File: src/hdl/ffba_ram.sv
// Generic single-port RAM with registered read.
// No dependencies.
module ffba_ram #(
    parameter int WIDTH = 8,
    parameter int DEPTH = 64
) (
    input  logic                     aclk,
    input  logic                     we,
    input  logic [$clog2(DEPTH)-1:0] addr,
    input  logic [WIDTH-1:0]         wdata,
    output logic [WIDTH-1:0]         rdata
);
    logic [WIDTH-1:0] mem [DEPTH];

    always_ff @(posedge aclk) begin
        if (we) begin
            mem[addr] <= wdata;
        end
        rdata <= mem[addr];
    end
endmodule

File: config.mk
export PLATFORM = sky130hd
export DESIGN_NAME = ffba_ram
export DESIGN_NICKNAME = d
export VERILOG_FILES = /design/src/hdl/ffba_ram.sv
export SDC_FILE = /design/constraint.sdc
export NUM_CORES = 1
export LEC_CHECK = 0
export ABC_AREA = 1
export BUFFER_PORTS_ARGS = -buffer_cell sky130_fd_sc_hd__buf_2
export CAP_MARGIN = 5
export CORE_MARGIN = 2
export CORE_UTILIZATION = 44
export DETAILED_ROUTE_END_ITERATION = 6
export HOLD_SLACK_MARGIN = 0.06
export PLACE_DENSITY = 0.59
export RECOVER_POWER = 25
export SYNTH_ARGS = -nofsm -noshare
export SYNTH_HDL_FRONTEND = slang
export SYNTH_SLANG_ARGS = --single-unit
File: constraint.sdc
create_clock -name aclk -period 2.8 [get_ports aclk]
set_clock_uncertainty 0.15 [all_clocks]
set_input_delay 0.56 -clock aclk [delete_from_list [all_inputs] [get_ports aclk]]
set_output_delay 0.56 -clock aclk [all_outputs]
set_load 0.005 [all_outputs]
==> results.yml, run 1 <==
timing:
  drv_slew: 325
  fin_ws_ps: 796
  finalSetupTns_ps: 0
  relSlewSlack: -0.102
  finalHoldViolCount: 0
  period_share: 0.716
  holdWs_ps: 319
  timing.fmax_mhz: 499
  post-route-min-period_ps: 2000
  tightestPinTransition_ps: 1650
  setup_viol_count_final: 0
  rsz0062_at_grt: "no"
global_routing:
  grt_max_degree: 77
  grt_pass1_vias: 14066
  antenna_found_initial: 3
  grt_overflow: 0
  grt_pass1_wl_mm: 83.3
  grtUsageTotal: 0.211
worst_setup_path:
  critPathKind: "in2reg"
  arrival_ps: 2160
  crit_chain: "buf_4, buf_4, nand4_1, buf_4, nor2_1, buf_4"
  end_kind: "register"
  required_ps: 2950
  cpMostUsedCell: "buf_4"
  max_stage_delay_ps: 530
  cpMaxStageDelayCell: "buf_4"
  path_max_fanout: 49
  critPathLaunchType: "input pin"
clock_tree:
  ctsHoldBuffers: 0
  postCtsSetupBuffers: 0
  cts.path.max_buffers: 3
  numCtsBuffers: 53
  clock_sink_count: 520
  clk_pin_slew_ps: 60
  cts-root-buf: "clkbuf_16"
  cts.repair.resized: 0
  htree_levels: 2
  cts_tree: "yes"
  clock_latency_ps: 610
synthesis:
  yosys.area.top_type: "edfxtp_1"
  synthSimpleGateAreaFrac: 0.260
  ys_async_sr_fraction: 0
  synth_area_leaders: "edfxtp_1, nand2_1, nor2_1"
  synth_mux_area_frac: 0
  synth_top_flop_cell: "edfxtp_1"
  synth.top_cell.area_share: 0.697
  synth.cells.most_frequent: "nand2_1, edfxtp_1, nor2_1"
  synth_warnings: 0
  synth_most_common_cell: "nand2_1"
  synth_edf_count: 512
  yosysUniqueCellTypes: 22
  ys_seq_area_frac: 0.705
  syn_avg_cell_area_sq_um: 10.2
  synth_area_sq_mm: 0.0220
  synth_seq_cells: 520
  synthCells: 2167
  synth_top_family_by_area: "simple AND/OR/NAND/NOR gates"
  synth-adder-area-share: 0
  synth-xor-area-share: 0
  synth_compound_area_frac: 0.00329
  synth_fp_nets: 2183
place:
  pre_cts_slack_ps: 227
  place_congestion: 0.876
  dp_hpwl_mm: 34.0
  port_buffers: 23
floorplan:
  initial_core_util: 0.443
  ioPinCount: 24
  fp-row-count: 82
  dieArea_sq_mm: 0.0519
  die_w_um: 228
  die_h_um: 228
  core_sq_mm: 0.0498
power:
  total_power_mw: 16.2
  ir_worst_vdd_uv: 496
  combPwrFrac: 0.064
  swShare: 0.224
  power_frac_seq: 0.533
  intPower_mw: 12.6
  clockPowerShare: 0.403
  p_switching_mw: 3.63
  leakage_nw: 10.5
  p_per_area_mw_per_mm2: 647
detailed_routing:
  vias: 14663
  antenna_left: 0
  drtIter0Drc: 1333
  vias_per_cell: 4.91
  wl_mm: 54.6
  wl_per_cell_um: 18.3
  drc: 0
  drt_pass1_iterations: 5
run_status:
  violations: "capacitance limit, slew limit"
  status: "finished, violations left"
hold_path:
  hp-class: "in2reg"
cells_and_area:
  drive_gt1_frac: 0.102
  fin_util: 0.504
  area_growth_pct: 13.8
  nets: 2283
flow_run:
  maxCapViolCount: 5
[worst paths after layout]
check                             from              endpoint  slack (ps)  depth (start not counted)
hold reg to reg   mem[33][5]$_DFFE_PP_      rdata[5]$_DFF_P_         660                         10
setup reg to reg  mem[50][6]$_DFFE_PP_      rdata[6]$_DFF_P_        1180                         10
hold / removal                wdata[6]  mem[29][6]$_DFFE_PP_         320                          1
setup / recovery               addr[1]   mem[7][5]$_DFFE_PP_         800                          6
[per-layer routing]
layer / vias up / track usage / part of all wire
met3: 105 / 0.0426 / 0.065
li1: 7206 / - / -
met4: 6 / 0.0703 / 0.030
met5: - / 0 / 0.00062
met1: 6968 / 0.290 / 0.44
met2: 378 / 0.336 / 0.46
[area by class of cell]
| type | instances | area, sq um |
|---|---|---|
| fill | 4538 | 24700 |
| sequential | 520 | 15500 |
| multi-input combinational | 1516 | 5810 |
| clock buffer | 71 | 1450 |
| timing repair buffer | 146 | 1170 |
| tap | 672 | 841 |
| clock inverter | 28 | 161 |
| inverter | 30 | 119 |
| antenna | 1 | 2.50 |
[cell families (layout without fill, tap and decap cells)]
kind of cell,after synthesis,in the layout
other,0,1
buffers and inverters,131,275
flip-flops,520,520
AO/OA/AOI/OAI,12,12
AND/OR/NAND/NOR,1504,1504
[critical path, delay by kind of cell]
kind          cells  cell delay, ps
buf+inv           4            1150
simple gates      2             420
[placed cells by master (no fill, tap or decap), drive strengths merged, types with 8 or more instances in the layout]
master	netlist	final
nand2	1384	1384
edfxtp	512	512
dfxtp	8	8
nor3	8	8
nand3	13	13
inv	29	30
clkbuf	23	77
buf	78	140
clkinv	1	25
nor2	89	89
[flip-flops by register name, summed over array words and instances (netlist names)]
name and cells:
mem 512, rdata 8
[metrics by stage]
stage | cell area (sq um) | instances
2_1_floorplan | 22000 | 2167
3_3_place_gp | 23600 | 2884
3_5_place_dp | 23600 | 2884
4_1_cts | 25200 | 2983
5_1_grt | 25100 | 2983
6_report | 25100 | 2984
[power by group through the flow]
stage | Sequential [mW] | Combinational [mW] | Clock (mW)
6_report | 8.66 | 1.03 | 6.54
5_1_grt | 8.66 | 1.16 | 6.97
4_1_cts | 8.65 | 1.06 | 6.69
3_5_place_dp | 8.81 | 1.05 | 0
3_3_place_gp | 8.81 | 1.05 | 0
2_1_floorplan | 8.80 | 0.588 | 0
(Power assumes the default switching activity.)
==> run 2: changes to the inputs <==
--- a/config.mk
+++ b/config.mk
@@ -5,14 +5,14 @@
 export SDC_FILE = /design/constraint.sdc
 export NUM_CORES = 1
 export LEC_CHECK = 0
-export ABC_AREA = 1
+export ABC_AREA = 0
 export BUFFER_PORTS_ARGS = -buffer_cell sky130_fd_sc_hd__buf_2
 export CAP_MARGIN = 5
 export CORE_MARGIN = 2
 export CORE_UTILIZATION = 44
 export DETAILED_ROUTE_END_ITERATION = 6
 export HOLD_SLACK_MARGIN = 0.06
-export PLACE_DENSITY = 0.59
+export PLACE_DENSITY = 0.57
 export RECOVER_POWER = 25
 export SYNTH_ARGS = -nofsm -noshare
 export SYNTH_HDL_FRONTEND = slang
==> constraint.sdc (replaced) <==
create_clock -name aclk -period 1.9 [get_ports aclk]
set_clock_uncertainty 0.15 [all_clocks]
set_input_delay 0.38 -clock aclk [delete_from_list [all_inputs] [get_ports aclk]]
set_output_delay 0.38 -clock aclk [all_outputs]
set_load 0.005 [all_outputs]
==> run 2 against run 1 <==
Design area up 5.0%; area after synthesis shrank 7.2%; clock-buffer cell count decreased by 2; setup slack got worse by 1100 ps; register-to-register slack worse by 1500 ps; the flow finishes with violations (capacitance limit, slew limit, setup timing); die area down 7.1%; synthesized cell count down 46%; via count down 18%.
==> results.yml, run 2 <==
clock_tree:
  cts-root-buf: "clkbuf_16"
  postCtsSetupBuffers: 0
  ctsHoldBuffers: 0
  clock_latency_ps: 620
  cts.path.max_buffers: 3
  htree_levels: 2
  clock_sink_count: 520
  numCtsBuffers: 54
  cts_tree: "yes"
  clk_pin_slew_ps: 60
hold_path:
  min_from: "addr[2]"
  hp-class: "in2reg"
cells_and_area:
  nets: 1440
  largest-register: "mem"
  multi_input_area_sq_mm: 0.00527
  drive_gt1_frac: 0.350
  design_area_sq_mm: 0.0264
  reg_top3: "mem (512), rdata (8)"
  final_common_cell: "edfxtp_1"
  fillers: 3478
  area_growth_pct: 28.9
  regArea_sq_mm: 0.0155
  largest_register_ff_count: 512
  antenna_cells: 0
  fin_util: 0.577
  most-common-layout-cells: "edfxtp_1, buf_4, buf_12"
worst_setup_path:
  path_max_fanout: 1
  max_stage_delay_ps: 510
  r2r-start: "mem[4][7]$_DFFE_PP_"
  crit_chain: "mux2_4, mux4_2, o21ai_4, o2111ai_4, or4b_1"
  critPathLaunchType: "register"
  cpMaxStageDelayCell: "mux4_2"
  cp-startpoint: "mem[4][7]$_DFFE_PP_"
  end_kind: "register"
  arrival_ps: 2560
  path_buf_inv: 0
  critPathKind: "reg2reg"
  required_ps: 2240
  path_delay_family: "multiplexers"
synthesis:
  synth.top_cell.area_share: 0.752
  synth_top_flop_cell: "edfxtp_1"
  synthCells: 1171
  synth.cells.most_frequent: "edfxtp_1, nor2_1, mux2i_1"
  synth_area_leaders: "edfxtp_1, mux4_2, mux2i_1"
  synth_warnings: 0
  ys_seq_area_frac: 0.760
  yosys.area.top_type: "edfxtp_1"
  yosysUniqueCellTypes: 56
  ys_async_sr_fraction: 0
  synth_seq_cells: 520
  synth_most_common_cell: "edfxtp_1"
  synth_edf_count: 512
  synth_area_sq_mm: 0.0204
  synth_fp_nets: 1187
  syn_avg_cell_area_sq_um: 17.5
global_routing:
  grt_pass1_vias: 12115
  grtUsageTotal: 0.244
  grt_pass1_wl_mm: 83.5
  grt_max_degree: 65
  grt_overflow: 0
  antenna_found_initial: 3
timing:
  finalHoldViolCount: 0
  timing.fmax_mhz: 450
  relSlewSlack: -0.136
  tightestPinTransition_ps: 1700
  holdWs_ps: 353
  period_share: 1.17
  drv_slew: 285
  fin_ws_ps: -324
  rsz0062_at_grt: "yes"
  post-route-min-period_ps: 2220
  setup_viol_count_final: 7
floorplan:
  die_w_um: 220
  initial_core_util: 0.448
  fp-row-count: 78
  core_sq_mm: 0.0457
  die_h_um: 220
  ioPinCount: 24
  dieArea_sq_mm: 0.0482
detailed_routing:
  wl_per_cell_um: 27.8
  route.top_layer_used: "met5"
  met1Wirelength_mm: 24.1
  drt_pass1_iterations: 5
  antenna_left: 0
  vias: 12063
  wl_met3_mm: 4.59
  met2_length_mm: 27.0
  wl_mm: 57.5
  drc: 0
  drtIter0Drc: 1324
  vias_per_cell: 5.83
power:
  combPwrFrac: 0.068
  power_frac_seq: 0.496
  p_per_area_mw_per_mm2: 977
  clockPowerShare: 0.436
  p_switching_mw: 5.54
  intPower_mw: 20.2
  ir_worst_vdd_uv: 648
  swShare: 0.215
  leakage_nw: 8.77
place:
  place_area_sq_mm: 0.0243
  port_buffers: 23
  dp_hpwl_mm: 38.3
  pre_cts_slack_ps: -1050
  place_congestion: 0.929
run_status:
  status: "finished, violations left"
  violations: "capacitance limit, slew limit, setup timing"
flow_run:
  maxCapViolCount: 5
run 2: metal layers:
metal  GRT usage  vias up
met5           0        -
met2       0.385      481
met4      0.0774        6
met1       0.335     6170
li1            -     5292
met3      0.0625      114
run 2: layout make-up:
class	instances	share of cell area
Sequential cell	520	0.590
Multi-Input combinational cell	567	0.200
Timing Repair Buffer	278	0.109
Clock buffer	69	0.0554
Tap cell	600	0.0285
Clock inverter	33	0.0166
Inverter	3	0.000427
run 2: worst min-delay path: cells and delay by family:
kind	cells	cell delay [ps]
buf+inv	3	460
compound gates	2	140
simple gates	1	90
run 2: stage by stage:
stage	power, mW	TNS, ps	std cells
6_report	25.8	-953	2070
4_1_cts	25.9	-1080	2070
3_5_place_dp	14.7	-304710	1970
3_3_place_gp	14.7	-293600	1970
2_1_floorplan	13.8	-87660	1171
5_1_grt	26.5	-4050	2070
run 2: cell families after synthesis:
group           count (synthesis)  synth area share
flops                         520             0.760
simple gates                  229            0.0571
compound gates                222            0.0808
mux                           116            0.0826
buf+inv                        84            0.0198
run 2: worst paths after layout:
check | to | cells after the start | slack [ps]
hold reg to reg | rdata[0]$_DFF_P_ | 4 | 590
hold / removal | rdata[0]$_DFF_P_ | 6 | 350
setup / recovery | rdata[7]$_DFF_P_ | 5 | -320
setup reg to reg | rdata[7]$_DFF_P_ | 5 | -320
run 2: power groups by stage:
stage | registers, mW | clock network, mW | logic [mW]
floorplan | 13.0 | 0 | 0.806
global placement | 13.0 | 0 | 1.71
detailed placement | 13.0 | 0 | 1.72
CTS | 12.8 | 11.4 | 1.75
global route | 12.8 | 11.8 | 1.86
finish | 12.8 | 11.2 | 1.76
run 2: timing repair:
item,CTS,global route
pin swaps,7,4
setup endpoints to repair,196,47
gates cloned,0,0
gates resized for setup,22,16
==> run 3: changes to the inputs <==
--- a/config.mk
+++ b/config.mk
@@ -8,12 +8,14 @@
 export ABC_AREA = 0
 export BUFFER_PORTS_ARGS = -buffer_cell sky130_fd_sc_hd__buf_2
 export CAP_MARGIN = 5
-export CORE_MARGIN = 2
+export CORE_MARGIN = 5
 export CORE_UTILIZATION = 44
+export CTS_BUF_LIST = sky130_fd_sc_hd__clkbuf_4 sky130_fd_sc_hd__clkbuf_8
 export DETAILED_ROUTE_END_ITERATION = 6
 export HOLD_SLACK_MARGIN = 0.06
 export PLACE_DENSITY = 0.57
 export RECOVER_POWER = 25
+export SETUP_SLACK_MARGIN = 0.05
 export SYNTH_ARGS = -nofsm -noshare
 export SYNTH_HDL_FRONTEND = slang
 export SYNTH_SLANG_ARGS = --single-unit
==> run 3 against run 2 <==
The run still ends with capacitance limit, slew limit, setup timing left; combinational power barely moved; worst hold slack got worse by 98 ps; register-to-register slack got worse by 90 ps; first-iteration DRC count fell by 7.3%; highest routed layer is now met4; critical path depth did not move; critical path type unchanged; die area rose by 5.5%; routed wire length fell by 2.2%; sequential power barely moved; setup slack got worse by 91 ps; clock power fell by 13%; critical endpoint unchanged; power fell by 6.0%; cell count rose by 2.2%.
==> results.yml, run 3 (synthesized netlist as in run 2, its figures left out) <==
cells_and_area:
  largest_register_ff_count: 512
  area_growth_pct: 27.3
  final_common_cell: "edfxtp_1"
  fin_util: 0.563
  nets: 1461
  fin_cells: 2115
  drive_gt1_frac: 0.367
  regArea_sq_mm: 0.0155
  largest-register: "mem"
  antenna_cells: 0
  reg_top3: "mem (512), rdata (8)"
  fillers: 3582
  most-common-layout-cells: "edfxtp_1, buf_4, clkbuf_8"
  multi_input_area_sq_mm: 0.00525
power:
  total_power_mw: 24.2
  p_per_area_mw_per_mm2: 930
  ir_worst_vdd_uv: 688
  leakage_nw: 8.71
timing:
  post-route-min-period_ps: 2310
  period_share: 1.22
  rsz0062_at_grt: "yes"
  setup_viol_count_final: 6
  finalHoldViolCount: 0
  finalSetupTns_ps: -1160
  fin_ws_ps: -414
  relSlewSlack: -0.0248
  timing.fmax_mhz: 432
  drv_slew: 130
  holdWs_ps: 254
  tightestPinTransition_ps: 1540
clock_tree:
  clock_latency_ps: 660
  cts_tree: "yes"
  htree_levels: 3
  clock_sink_count: 520
  cts-root-buf: "clkbuf_8"
  numCtsBuffers: 84
  cts.path.max_buffers: 3
  clk_pin_slew_ps: 60
floorplan:
  die_w_um: 226
  fp-row-count: 79
  die_h_um: 226
  dieArea_sq_mm: 0.0509
  core_sq_mm: 0.0463
  ioPinCount: 24
  initial_core_util: 0.442
hold_path:
  hp-class: "in2reg"
detailed_routing:
  drt_pass1_iterations: 5
  drc: 0
  wl_mm: 56.2
  drtIter0Drc: 1227
  antenna_left: 0
  vias_per_cell: 5.68
  wl_per_cell_um: 26.6
  vias: 12018
global_routing:
  antenna_found_initial: 0
  grt_pass1_vias: 12194
  use_met2: 0.343
  busiest_layer: "met2"
  met1_usage: 0.320
  grt_pass1_wl_mm: 82.0
  grt_overflow: 0
  met3_usage: 0.0512
  grtUsageTotal: 0.222
  grt_max_degree: 65
run_status:
  violations: "capacitance limit, slew limit, setup timing"
  status: "finished, violations left"
place:
  dp_hpwl_mm: 37.0
  place_inst: 1964
  port_buffers: 23
  place_congestion: 0.895
worst_setup_path:
  critPathKind: "reg2reg"
  max_stage_delay_ps: 490
  arrival_ps: 2680
  path_buf_inv: 0
  crit_chain: "mux2_4, mux4_2, o21ai_4, o2111ai_2, or4b_1"
  required_ps: 2270
  end_kind: "register"
  cpMaxStageDelayCell: "mux4_2"
  path_delay_family: "multiplexers"
  critPathLaunchType: "register"
  path_max_fanout: 1
  reg2reg_slack_ps: -410
flow_run:
  maxCapViolCount: 2
==> run 3: cell count changes in the layout (fill, tap and decap cells not counted), sizes merged <==
cell,previous run,this run
clkinv,19,20
buf,269,262
bufinv,10,3
clkbuf,78,132
clkinvlp,4,0
dlygate4sd3,0,1
==> run 3: through the flow <==
step,cell area [sq um],setup WS [ps]
2_1_floorplan,21200,-296
3_3_place_gp,24200,-941
3_5_place_dp,24200,-952
4_1_cts,25900,-386
5_1_grt,26000,-440
6_report,26000,-414
==> run 3: layer usage <==
metal	vias to the layer above	part of all wire
li1	5348	-
met1	6169	0.44
met2	418	0.47
met3	83	0.069
met4	0	0.025
met5	-	0
==> run 3: cell type report <==
cell class	instances	share of cell area
inverters	3	0.000432
clock inverters	23	0.00663
flip-flops and latches	520	0.597
multi-input cells	567	0.201
repair buffers	269	0.107
clock buffers	126	0.0584
well taps	607	0.0292
==> run 3: report_power, final <==
group / internal [mW] / switching, mW / leakage (nW)
clock: 5.49 / 4.22 / 0.906
sequential: 12.7 / 0.0464 / 4.67
combinational: 0.716 / 1.03 / 3.14
==> run 3: path summary, 6_finish.rpt <==
kind / startpoint / to / depth (start not counted)
min reg2reg: mem[3][0]$_DFFE_PP_ / rdata[0]$_DFF_P_ / 3
max: mem[4][7]$_DFFE_PP_ / rdata[7]$_DFF_P_ / 5
min: addr[1] / rdata[0]$_DFF_P_ / 5
max reg2reg: mem[4][7]$_DFFE_PP_ / rdata[7]$_DFF_P_ / 5
==> run 3: what timing repair did <==
action | CTS | global route
hold buffers | 1 | 0
endpoints found under the hold margin | 14 | 0
setup buffers | 0 | 3
gates resized for setup | 13 | 16
pin swaps | 6 | 10
setup endpoints to repair | 7 | 68
==> run 3: worst reg2reg max path: stages (launching register included) <==
cell and delay (ps):
edfxtp_1 380, mux2_4 270, mux4_2 490, o21ai_4 260
o2111ai_2 160, or4b_1 480
